===== config.mk =====
export PLATFORM = sky130hd
export DESIGN_NAME = battery_runtime_learner
export DESIGN_NICKNAME = d
export VERILOG_FILES = /design/src/brl_pkg.sv /design/src/brl_datapath.sv /design/src/brl_controller.sv /design/src/battery_runtime_learner.sv
export SDC_FILE = /design/constraint.sdc
export NUM_CORES = 2
export LEC_CHECK = 0
export BUFFER_PORTS_ARGS = -buffer_cell sky130_fd_sc_hd__buf_2
export CAP_MARGIN = 0
export CORE_MARGIN = 3
export CORE_UTILIZATION = 45
export CTS_BUF_LIST = sky130_fd_sc_hd__clkbuf_4 sky130_fd_sc_hd__clkbuf_8
export DETAILED_ROUTE_END_ITERATION = 16
export PLACE_DENSITY = 0.71
export SYNTH_ARGS = -nofsm -noshare
export SYNTH_HDL_FRONTEND = slang
export SYNTH_SLANG_ARGS = --single-unit

===== constraint.sdc =====
create_clock -name clk -period 9.8 [get_ports clk]
set_input_delay 0.49 -clock clk [delete_from_list [all_inputs] [get_ports clk]]
set_output_delay 0.49 -clock clk [all_outputs]
set_load 0.02 [all_outputs]

===== src/brl_pkg.sv =====
// Package for the battery runtime learner.
// Holds controller state codes, command and status structs and fixed constants.
package brl_pkg;

    localparam int unsigned FULL_PROGRESS = 25600;
    localparam int unsigned RUNTIME_MAX   = 65535;

    // Configuration register indexes.
    localparam logic [2:0] CFG_MIN_SESSION = 3'd0;
    localparam logic [2:0] CFG_MIN_DROP    = 3'd1;
    localparam logic [2:0] CFG_MIN_RUNTIME = 3'd2;
    localparam logic [2:0] CFG_MAX_RUNTIME = 3'd3;
    localparam logic [2:0] CFG_BLEND       = 3'd4;

    typedef enum logic [2:0] {
        ST_IDLE,
        ST_APPLY,
        ST_DIV_TIME,
        ST_DIV_DROP,
        ST_DIV_RUN,
        ST_UPDATE,
        ST_OUT
    } state_t;

    // Divider operand selection.
    typedef enum logic [1:0] {
        DIV_TIME,
        DIV_DROP,
        DIV_RUN
    } div_sel_t;

    typedef struct packed {
        logic     capture;
        logic     apply;
        logic     div_start;
        div_sel_t div_sel;
        logic     save_q;
        logic     update;
    } cmd_t;

    typedef struct packed {
        logic div_busy;
        logic finalize_learn;
    } status_t;

endpackage


===== src/brl_datapath.sv =====
// Datapath of the battery runtime learner: session state, shared divider, blend.
// Depends on brl_pkg for command and status types.
module brl_datapath #(
    parameter int TIME_BITS = 32
) (
    input  logic                 clk,
    input  logic                 rst_n,
    input  brl_pkg::cmd_t        cmd,
    output brl_pkg::status_t     status,
    input  logic                 in_action,
    input  logic [14:0]          in_level,
    input  logic [TIME_BITS-1:0] in_now,
    input  logic                 in_completed,
    input  logic [31:0]          min_session_ms,
    input  logic [14:0]          min_drop,
    input  logic [15:0]          min_runtime,
    input  logic [15:0]          max_runtime,
    input  logic [8:0]           blend_weight,
    output logic [14:0]          learn_progress,
    output logic [15:0]          observed_runtime,
    output logic                 runtime_updated,
    output logic [15:0]          learned_runtime,
    output logic                 learned_valid,
    output logic [15:0]          learned_count
);
    localparam int NB = TIME_BITS + 16;
    localparam int CW = $clog2(NB + 1);

    logic                 open_reg;
    logic [14:0]          start_reg, last_reg;
    logic [TIME_BITS-1:0] elapsed_reg, stamp_reg;
    logic [15:0]          est_reg, count_reg;
    logic                 est_valid_reg;
    logic                 action_reg, completed_reg;
    logic [14:0]          level_reg;
    logic [TIME_BITS-1:0] now_reg;
    logic                 learn_reg;
    logic [TIME_BITS-1:0] fin_elapsed_reg;
    logic [14:0]          fin_drop_reg;
    logic [15:0]          tp_reg;
    logic [15:0]          dp_reg;
    logic [16:0]          obs_reg;
    logic                 upd_reg;

    // Divider registers.
    logic [NB-1:0] quo_reg, rem_reg;
    logic [NB-1:0] den_reg;
    logic [CW-1:0] cnt_reg;
    logic          busy_reg;

    logic [14:0] drop_now;
    logic [15:0] sdrop;
    logic [NB-1:0] elapsed_ext;
    logic        learn_ok;
    logic [8:0]  w;
    logic [24:0] blend_sum;

    assign drop_now    = (start_reg > last_reg) ? 15'(start_reg - last_reg) : 15'd0;
    assign sdrop       = {1'b0, fin_drop_reg};
    assign elapsed_ext = NB'(elapsed_reg);

    // A finalize of an open, completed session learns when it ran long enough and dropped far enough.
    assign learn_ok = action_reg && open_reg && completed_reg
                      && (NB'(elapsed_reg) >= NB'(min_session_ms))
                      && (start_reg >= last_reg)
                      && (15'(start_reg - last_reg) >= min_drop);

    assign status.div_busy       = busy_reg;
    assign status.finalize_learn = learn_reg;

    // Shared restoring divider, one quotient bit per cycle.
    logic [NB:0] trial;
    assign trial = {rem_reg, quo_reg[NB-1]} - {1'b0, den_reg};

    always_ff @(posedge clk or negedge rst_n)
    begin
        if (!rst_n)
        begin
            busy_reg <= 1'b0;
            cnt_reg  <= '0;
        end
        else if (cmd.div_start)
        begin
            busy_reg <= 1'b1;
            cnt_reg  <= CW'(NB);
        end
        else if (busy_reg)
        begin
            cnt_reg <= cnt_reg - 1'b1;
            if (cnt_reg == CW'(1))
            begin
                busy_reg <= 1'b0;
            end
        end
    end

    always_ff @(posedge clk)
    begin
        if (cmd.div_start)
        begin
            rem_reg <= '0;
            case (cmd.div_sel)
                brl_pkg::DIV_TIME:
                begin
                    // Times 25600 as 16384 + 8192 + 1024.
                    quo_reg <= (elapsed_ext << 14) + (elapsed_ext << 13) + (elapsed_ext << 10);
                    den_reg <= NB'(min_session_ms);
                end
                brl_pkg::DIV_DROP:
                begin
                    quo_reg <= NB'(drop_now) * NB'(brl_pkg::FULL_PROGRESS);
                    den_reg <= NB'(min_drop);
                end
                default:
                begin
                    quo_reg <= NB'(fin_elapsed_reg) << 13;
                    den_reg <= NB'(sdrop * 16'd4500 > 0 ? 32'(sdrop) * 32'd4500 : 32'd1);
                end
            endcase
        end
        else if (busy_reg)
        begin
            if (!trial[NB])
            begin
                rem_reg <= trial[NB-1:0];
                quo_reg <= {quo_reg[NB-2:0], 1'b1};
            end
            else
            begin
                rem_reg <= {rem_reg[NB-2:0], quo_reg[NB-1]};
                quo_reg <= {quo_reg[NB-2:0], 1'b0};
            end
        end
    end

    // Blend of the new observation with the held estimate.
    assign w = (blend_weight > 9'd256) ? 9'd256 : blend_weight;
    assign blend_sum = 25'(w) * 25'(quo_reg[15:0])
                       + 25'(9'd256 - w) * 25'(est_reg) + 25'd128;

    // Session state update.
    always_ff @(posedge clk or negedge rst_n)
    begin
        if (!rst_n)
        begin
            open_reg      <= 1'b0;
            start_reg     <= '0;
            last_reg      <= '0;
            elapsed_reg   <= '0;
            stamp_reg     <= '0;
            est_reg       <= '0;
            est_valid_reg <= 1'b0;
            count_reg     <= '0;
            learn_reg     <= 1'b0;
            upd_reg       <= 1'b0;
            obs_reg       <= '0;
        end
        else
        begin
            if (cmd.capture)
            begin
                upd_reg <= 1'b0;
                obs_reg <= '0;
            end
            if (cmd.apply)
            begin
                learn_reg <= learn_ok;
                if (!action_reg)
                begin
                    if (!open_reg)
                    begin
                        open_reg    <= 1'b1;
                        start_reg   <= level_reg;
                        last_reg    <= level_reg;
                        elapsed_reg <= '0;
                        stamp_reg   <= now_reg;
                    end
                    else
                    begin
                        if (stamp_reg != '0)
                        begin
                            elapsed_reg <= elapsed_reg + (now_reg - stamp_reg);
                            stamp_reg   <= now_reg;
                        end
                        last_reg <= level_reg;
                    end
                end
                else if (open_reg)
                begin
                    open_reg    <= 1'b0;
                    start_reg   <= '0;
                    last_reg    <= '0;
                    elapsed_reg <= '0;
                    stamp_reg   <= '0;
                end
            end
            if (cmd.update && learn_reg)
            begin
                if (fin_drop_reg == '0)
                begin
                    obs_reg <= 17'(brl_pkg::RUNTIME_MAX);
                end
                else
                begin
                    obs_reg <= (quo_reg > NB'(brl_pkg::RUNTIME_MAX))
                        ? 17'h10000 : 17'(quo_reg);
                    if (quo_reg >= NB'(min_runtime) && quo_reg <= NB'(max_runtime))
                    begin
                        est_reg       <= est_valid_reg ? blend_sum[23:8] : quo_reg[15:0];
                        est_valid_reg <= 1'b1;
                        if (count_reg != 16'hFFFF)
                        begin
                            count_reg <= count_reg + 1'b1;
                        end
                        upd_reg <= 1'b1;
                    end
                end
            end
        end
    end

    // Payload captures.
    always_ff @(posedge clk)
    begin
        if (cmd.capture)
        begin
            action_reg    <= in_action;
            level_reg     <= in_level;
            now_reg       <= in_now;
            completed_reg <= in_completed;
        end
        if (cmd.apply)
        begin
            fin_elapsed_reg <= elapsed_reg;
            fin_drop_reg    <= drop_now;
        end
        if (cmd.save_q)
        begin
            if (cmd.div_sel == brl_pkg::DIV_TIME)
            begin
                tp_reg <= (min_session_ms == '0 || quo_reg > NB'(brl_pkg::FULL_PROGRESS))
                    ? 16'(brl_pkg::FULL_PROGRESS) : quo_reg[15:0];
            end
            else
            begin
                dp_reg <= (min_drop == '0 || quo_reg > NB'(brl_pkg::FULL_PROGRESS))
                    ? 16'(brl_pkg::FULL_PROGRESS) : quo_reg[15:0];
            end
        end
    end

    // Result fields.
    assign learn_progress   = !open_reg ? 15'd0
                              : (tp_reg < dp_reg ? tp_reg[14:0] : dp_reg[14:0]);
    assign observed_runtime = obs_reg[16] ? 16'hFFFF : obs_reg[15:0];
    assign runtime_updated  = upd_reg;
    assign learned_runtime  = est_reg;
    assign learned_valid    = est_valid_reg;
    assign learned_count    = count_reg;
endmodule


===== src/brl_controller.sv =====
// Controller state machine of the battery runtime learner.
// Depends on brl_pkg for state, command and status types.
module brl_controller (
    input  logic             clk,
    input  logic             rst_n,
    input  logic             in_fire,
    output logic             in_ready,
    output logic             out_valid,
    output brl_pkg::cmd_t    cmd,
    input  brl_pkg::status_t status
);
    brl_pkg::state_t state_reg, state_next;

    always_ff @(posedge clk or negedge rst_n)
    begin
        if (!rst_n)
        begin
            state_reg <= brl_pkg::ST_IDLE;
        end
        else
        begin
            state_reg <= state_next;
        end
    end

    // Sequence: apply, runtime divide and update (only for a finalize that learns), progress divides, present.
    always_comb
    begin
        state_next    = state_reg;
        cmd           = '0;
        cmd.div_sel   = brl_pkg::DIV_TIME;
        in_ready      = 1'b0;
        out_valid     = 1'b0;
        case (state_reg)
            brl_pkg::ST_IDLE:
            begin
                in_ready    = 1'b1;
                cmd.capture = in_fire;
                if (in_fire)
                begin
                    state_next = brl_pkg::ST_APPLY;
                end
            end
            brl_pkg::ST_APPLY:
            begin
                cmd.apply  = 1'b1;
                state_next = brl_pkg::ST_DIV_RUN;
            end
            brl_pkg::ST_DIV_RUN:
            begin
                cmd.div_sel = brl_pkg::DIV_RUN;
                if (!status.finalize_learn)
                begin
                    cmd.div_start = 1'b1;
                    cmd.div_sel   = brl_pkg::DIV_TIME;
                    state_next    = brl_pkg::ST_DIV_TIME;
                end
                else
                begin
                    cmd.div_start = 1'b1;
                    state_next    = brl_pkg::ST_UPDATE;
                end
            end
            brl_pkg::ST_UPDATE:
            begin
                if (!status.div_busy)
                begin
                    cmd.update    = 1'b1;
                    cmd.div_start = 1'b1;
                    state_next    = brl_pkg::ST_DIV_TIME;
                end
            end
            brl_pkg::ST_DIV_TIME:
            begin
                if (!status.div_busy)
                begin
                    cmd.save_q    = 1'b1;
                    state_next    = brl_pkg::ST_DIV_DROP;
                end
            end
            brl_pkg::ST_DIV_DROP:
            begin
                cmd.div_sel   = brl_pkg::DIV_DROP;
                cmd.div_start = 1'b1;
                state_next    = brl_pkg::ST_OUT;
            end
            brl_pkg::ST_OUT:
            begin
                // The last cycle of a request is flagged as done.
                cmd.div_sel = brl_pkg::DIV_DROP;
                if (!status.div_busy)
                begin
                    cmd.save_q = 1'b1;
                    out_valid  = 1'b1;
                    state_next = brl_pkg::ST_IDLE;
                end
            end
            default:
            begin
                state_next = brl_pkg::ST_IDLE;
            end
        endcase
    end
endmodule


===== src/battery_runtime_learner.sv =====
// Top level of the battery runtime learner: stream ports, config registers, output stage.
// Depends on brl_pkg, brl_controller and brl_datapath.
//
// channel   | signals                       | contents
// s_axis    | tvalid tready tdata tuser     | request: level, time, completed; action
// m_axis    | tvalid tready tdata           | result fields
// cfg       | cfg_we cfg_index cfg_data     | threshold and blend registers
//
// The shared bit-per-cycle divider runs two times per request, or three times for a
// finalize that learns.
// rst_n clears session state, the learned model and loads register defaults.
// The result waits in an output register; the next request is accepted meanwhile.
// Input stalls while a request is in work, and after it only when a second result
// is finished while the first still waits.
module battery_runtime_learner #(
    parameter int TIME_BITS = 32
) (
    input  logic        clk,
    input  logic        rst_n,
    input  logic        s_axis_tvalid,
    output logic        s_axis_tready,
    input  logic [47:0] s_axis_tdata,   // battery_level[14:0], now_ms[46:15], completed[47]
    input  logic        s_axis_tuser,   // action
    output logic        m_axis_tvalid,
    input  logic        m_axis_tready,
    output logic [71:0] m_axis_tdata,   // learn_progress, observed_runtime, runtime_updated,
                                        // learned_runtime, learned_valid, learned_count
    input  logic        cfg_we,
    input  logic [2:0]  cfg_index,
    input  logic [31:0] cfg_data
);
    logic [31:0] min_session_reg;
    logic [14:0] min_drop_reg;
    logic [15:0] min_runtime_reg, max_runtime_reg;
    logic [8:0]  blend_reg;

    // Configuration writes.
    always_ff @(posedge clk or negedge rst_n)
    begin
        if (!rst_n)
        begin
            min_session_reg <= 32'd7200000;
            min_drop_reg    <= 15'd2048;
            min_runtime_reg <= 16'd1280;
            max_runtime_reg <= 16'd51200;
            blend_reg       <= 9'd64;
        end
        else if (cfg_we)
        begin
            case (cfg_index)
                brl_pkg::CFG_MIN_SESSION: min_session_reg <= cfg_data;
                brl_pkg::CFG_MIN_DROP:    min_drop_reg    <= cfg_data[14:0];
                brl_pkg::CFG_MIN_RUNTIME: min_runtime_reg <= cfg_data[15:0];
                brl_pkg::CFG_MAX_RUNTIME: max_runtime_reg <= cfg_data[15:0];
                brl_pkg::CFG_BLEND:       blend_reg       <= cfg_data[8:0];
                default:                  ;
            endcase
        end
    end

    brl_pkg::cmd_t    cmd;
    brl_pkg::status_t status;
    logic             core_ready, core_done;
    logic             in_fire;
    logic [14:0]      lp;
    logic [15:0]      obs, lr, lc;
    logic             mu, lv;
    logic             out_full_reg;
    logic [64:0]      out_data_reg;
    logic             pending_reg;

    assign s_axis_tready = core_ready && !pending_reg;
    assign in_fire       = s_axis_tvalid && s_axis_tready;

    brl_controller u_ctrl (
        .clk       (clk),
        .rst_n     (rst_n),
        .in_fire   (in_fire),
        .in_ready  (core_ready),
        .out_valid (core_done),
        .cmd       (cmd),
        .status    (status)
    );

    brl_datapath #(.TIME_BITS(TIME_BITS)) u_dp (
        .clk              (clk),
        .rst_n            (rst_n),
        .cmd              (cmd),
        .status           (status),
        .in_action        (s_axis_tuser),
        .in_level         (s_axis_tdata[14:0]),
        .in_now           (TIME_BITS'(s_axis_tdata[46:15])),
        .in_completed     (s_axis_tdata[47]),
        .min_session_ms   (min_session_reg),
        .min_drop         (min_drop_reg),
        .min_runtime      (min_runtime_reg),
        .max_runtime      (max_runtime_reg),
        .blend_weight     (blend_reg),
        .learn_progress   (lp),
        .observed_runtime (obs),
        .runtime_updated  (mu),
        .learned_runtime  (lr),
        .learned_valid    (lv),
        .learned_count    (lc)
    );

    // A request is done when the controller returns to idle after working on it.
    always_ff @(posedge clk or negedge rst_n)
    begin
        if (!rst_n)
        begin
            pending_reg  <= 1'b0;
            out_full_reg <= 1'b0;
        end
        else
        begin
            if (in_fire)
            begin
                pending_reg <= 1'b1;
            end
            else if (pending_reg && core_ready && !out_full_reg)
            begin
                pending_reg  <= 1'b0;
                out_full_reg <= 1'b1;
            end
            if (m_axis_tvalid && m_axis_tready)
            begin
                out_full_reg <= 1'b0;
            end
        end
    end

    always_ff @(posedge clk)
    begin
        if (pending_reg && core_ready && !out_full_reg)
        begin
            out_data_reg <= {lc, lv, lr, mu, obs, lp};
        end
    end

    assign m_axis_tvalid = out_full_reg;
    assign m_axis_tdata  = {7'b0, out_data_reg};

    // The block never takes a request while an earlier one is in progress or not yet in the output register.
    assert property (@(posedge clk) disable iff (!rst_n) pending_reg |-> !s_axis_tready)
        else $error("request accepted while one is in progress");
    // A held result stays stable until it is taken.
    assert property (@(posedge clk) disable iff (!rst_n)
        (m_axis_tvalid && !m_axis_tready) |=> $stable(m_axis_tdata))
        else $error("result changed while stalled");
    // The divider is never busy at an accept.
    assert property (@(posedge clk) disable iff (!rst_n) in_fire |-> !status.div_busy)
        else $error("divider busy at accept");
    // The controller only finishes a request that is in progress.
    assert property (@(posedge clk) disable iff (!rst_n) core_done |-> pending_reg)
        else $error("controller finished without a request");
endmodule


==> metrics.yaml <==
synth:
  syn_area_per_cell_sq_um: 9.61
  synth_fa_ha_area_frac: 0.283
  yosysWarnings: 0
  synth-simple-area-share: 0.130
  synth_top_family_by_area: "adder cells"
  synth_cell_type_count: 90
  synth_top_area_frac: 0.170
  synth_area_leader_cell: "edfxtp_1"
  muxShareOfSynthArea: 0.0158
  ys_seq_area_frac: 0.319
  synth_edf_count: 273
  synth_compound_gate_area_share: 0.133
  async_flop_share: 0.435
  ys_seq_elements: 568
  synth.area.top_cells: "edfxtp_1 (17%), fa_1 (16%), ha_1 (13%)"
  synth_cells: 5012
  synth_ff_type: "edfxtp_1"
  syn_area_sq_um: 48200
  yosys.area_share.xor_xnor: 0.0393
global_routing:
  groute.usage.overall: 0.230
  grt_pass1_vias: 37500
  top_usage_layer: "met2"
  grtUsageMet1: 0.302
  grt_use_met2: 0.385
  antenna_found_initial: 8
  grt_overflow: 0
  use_met3: 0.0408
  grt_pass1_wl_mm: 203
  grt_max_degree: 97
setup_path:
  crit_required_ns: 10.47
  arrival_ns: 9.33
  ff2ff_path_depth: 26
  startpoint: "blend_reg[8]"
  end_kind: "flip-flop"
  start_kind: "flip-flop"
  worst-setup-path-type: "flip-flop to flip-flop"
  r2r_slack_ns: 1.14
  critical_path_peak_fanout: 27
  r2r-end: "u_dp.learned_runtime[14]"
  worstReg2RegStart: "blend_reg[8]"
  crit_path_end: "u_dp.learned_runtime[14]"
floorplanning:
  die_area_sq_um: 111000
  die_h_um: 333
  boundaryPins: 163
  die_w_um: 333
  num_rows: 119
  start_util: 0.456
  core_region_area_sq_um: 106000
sta:
  hold_violations: 0
  slew_headroom: 0.216
  max_freq_mhz: 115
  finalSetupViolCount: 0
  worstMarginPinSlew_ns: 1.18
  fin_crit_ns: 8.66
  holdWs_ns: 0.0628
  fin_setup_tns_ns: 0
  final_max_slew_viol_count: 0
  timing.final.crit_share: 0.884
  rsz0062_at_grt: "no"
  finalClockSkew_ns: 0.0514
cells_and_area:
  largest_reg_flops: 65
  nNetsFinal: 6215
  area_growth_pct: 11.2
  mostFrequentLayoutCell: "inv_1"
  layout_common_cells: "inv_1 (823), ha_1 (488), nand2_1 (450)"
  layout-drive-gt1-share: 0.0955
routing:
  drtIter0Drc: 2841
  dr.pass1.iters: 5
  drt-vias-per-instance: 5.49
  ant_nets: 0
  wirelength_mm: 128
  drc: 0
  wl_per_cell_um: 19.0
  num_vias: 37000
cts:
  cts_resized: 0
  h-tree-depth: 3
  clk_pin_slew_ns: 0.06
  clock-sinks: 568
  clk_path_buf_depth: 3
  tritoncts: "built"
  cts_buffers: 100
  cts-root-buf: "clkbuf_8"
  insertion_delay_ns: 0.77
run:
  cap_violations: 0
place:
  dp_hpwl_mm: 97.6
  place_congestion: 0.928
  io_buffers: 155
outcome:
  status: "finished clean"
min_path:
  min_from: "cfg_data[13]"
  hold_path.class: "input pin to flip-flop"
[cell usage after synthesis, types with 133 or more instances]
library cell	n
a21oi_1	224
and2_1	157
clkbuf_1	153
dfrtp_1	229
edfxtp_1	273
fa_1	376
ha_1	488
inv_1	826
nand2_1	451
nor2_1	231
o21ai_0	293
xnor2_1	133
[stage by stage]
step / worst slack (ns) / util / area, sq um / cells
after floorplan: 1.68 / - / 48300 / 5058
after global placement: 1.30 / 0.479 / 50600 / 6483
after detailed placement: 1.17 / 0.479 / 50600 / 6483
after CTS: 1.16 / 0.507 / 53500 / 6740
after global routing: 0.767 / 0.507 / 53500 / 6741
final: 1.14 / 0.507 / 53600 / 6743
[worst max-delay path, cell delays in order (launching register included)]
cell,delay (ns)
dfrtp_1,0.37
buf_4,0.24
nor2b_1,0.56
nand4bb_1,0.31
a21o_1,0.65
nand2_1,0.18
fa_1,0.59
fa_1,0.44
fa_1,0.54
inv_1,0.06
fa_1,0.46
fa_1,0.49
inv_1,0.06
fa_1,0.53
inv_1,0.06
fa_1,0.49
ha_1,0.36
a21o_1,0.20
a21o_1,0.17
a21oi_1,0.26
nand2_1,0.09
o31a_1,0.36
a41o_1,0.34
a211oi_1,0.35
xnor2_1,0.17
mux2i_1,0.08
o21ai_0,0.17
[routing by layer]
layer,part of all wire,vias up
li1,-,17300
met1,0.42,18100
met2,0.47,1285
met3,0.074,271
met4,0.036,4
met5,0.00017,-
[area by class of cell]
type                            count  area (sq um)
Fill cell                        9543         52200
Tap cell                         1391          1740
Inverter                          827          3110
Antenna cell                        3          7.51
Sequential cell                   568         15400
Clock buffer                      155          1870
Multi-Input combinational cell   3482         29200
Timing Repair Buffer              283          1920
Clock inverter                     34           353
[repair_timing]
item / CTS / global route
buffers inserted: 0 / 0
endpoints found under the hold margin: 134 / 0
hold buffers: 68 / 0
[logic make-up (layout without fill, tap and decap cells)]
kind of cell,after synthesis,in the layout
adders and majority gates,864,864
muxes,72,72
buffers and inverters,1008,1299
DFF,568,568
and+or+nand+nor,1272,1272
other,2,51
xor gates and xnor gates,216,216
AOI/OAI and AO/OA,1010,1010
[worst min path at each step]
stage                               end  cells past startpoint
floorplan                  blend_reg[0]                      0
global placement       out_data_reg[31]                      0
detailed placement     out_data_reg[31]                      0
CTS                 min_session_reg[13]                      3
global route        min_session_reg[13]                      3
finish              min_session_reg[13]                      3
Power is not shown: default switching activity piles up to over one toggle a cycle in this logic, so the estimate is an artifact.
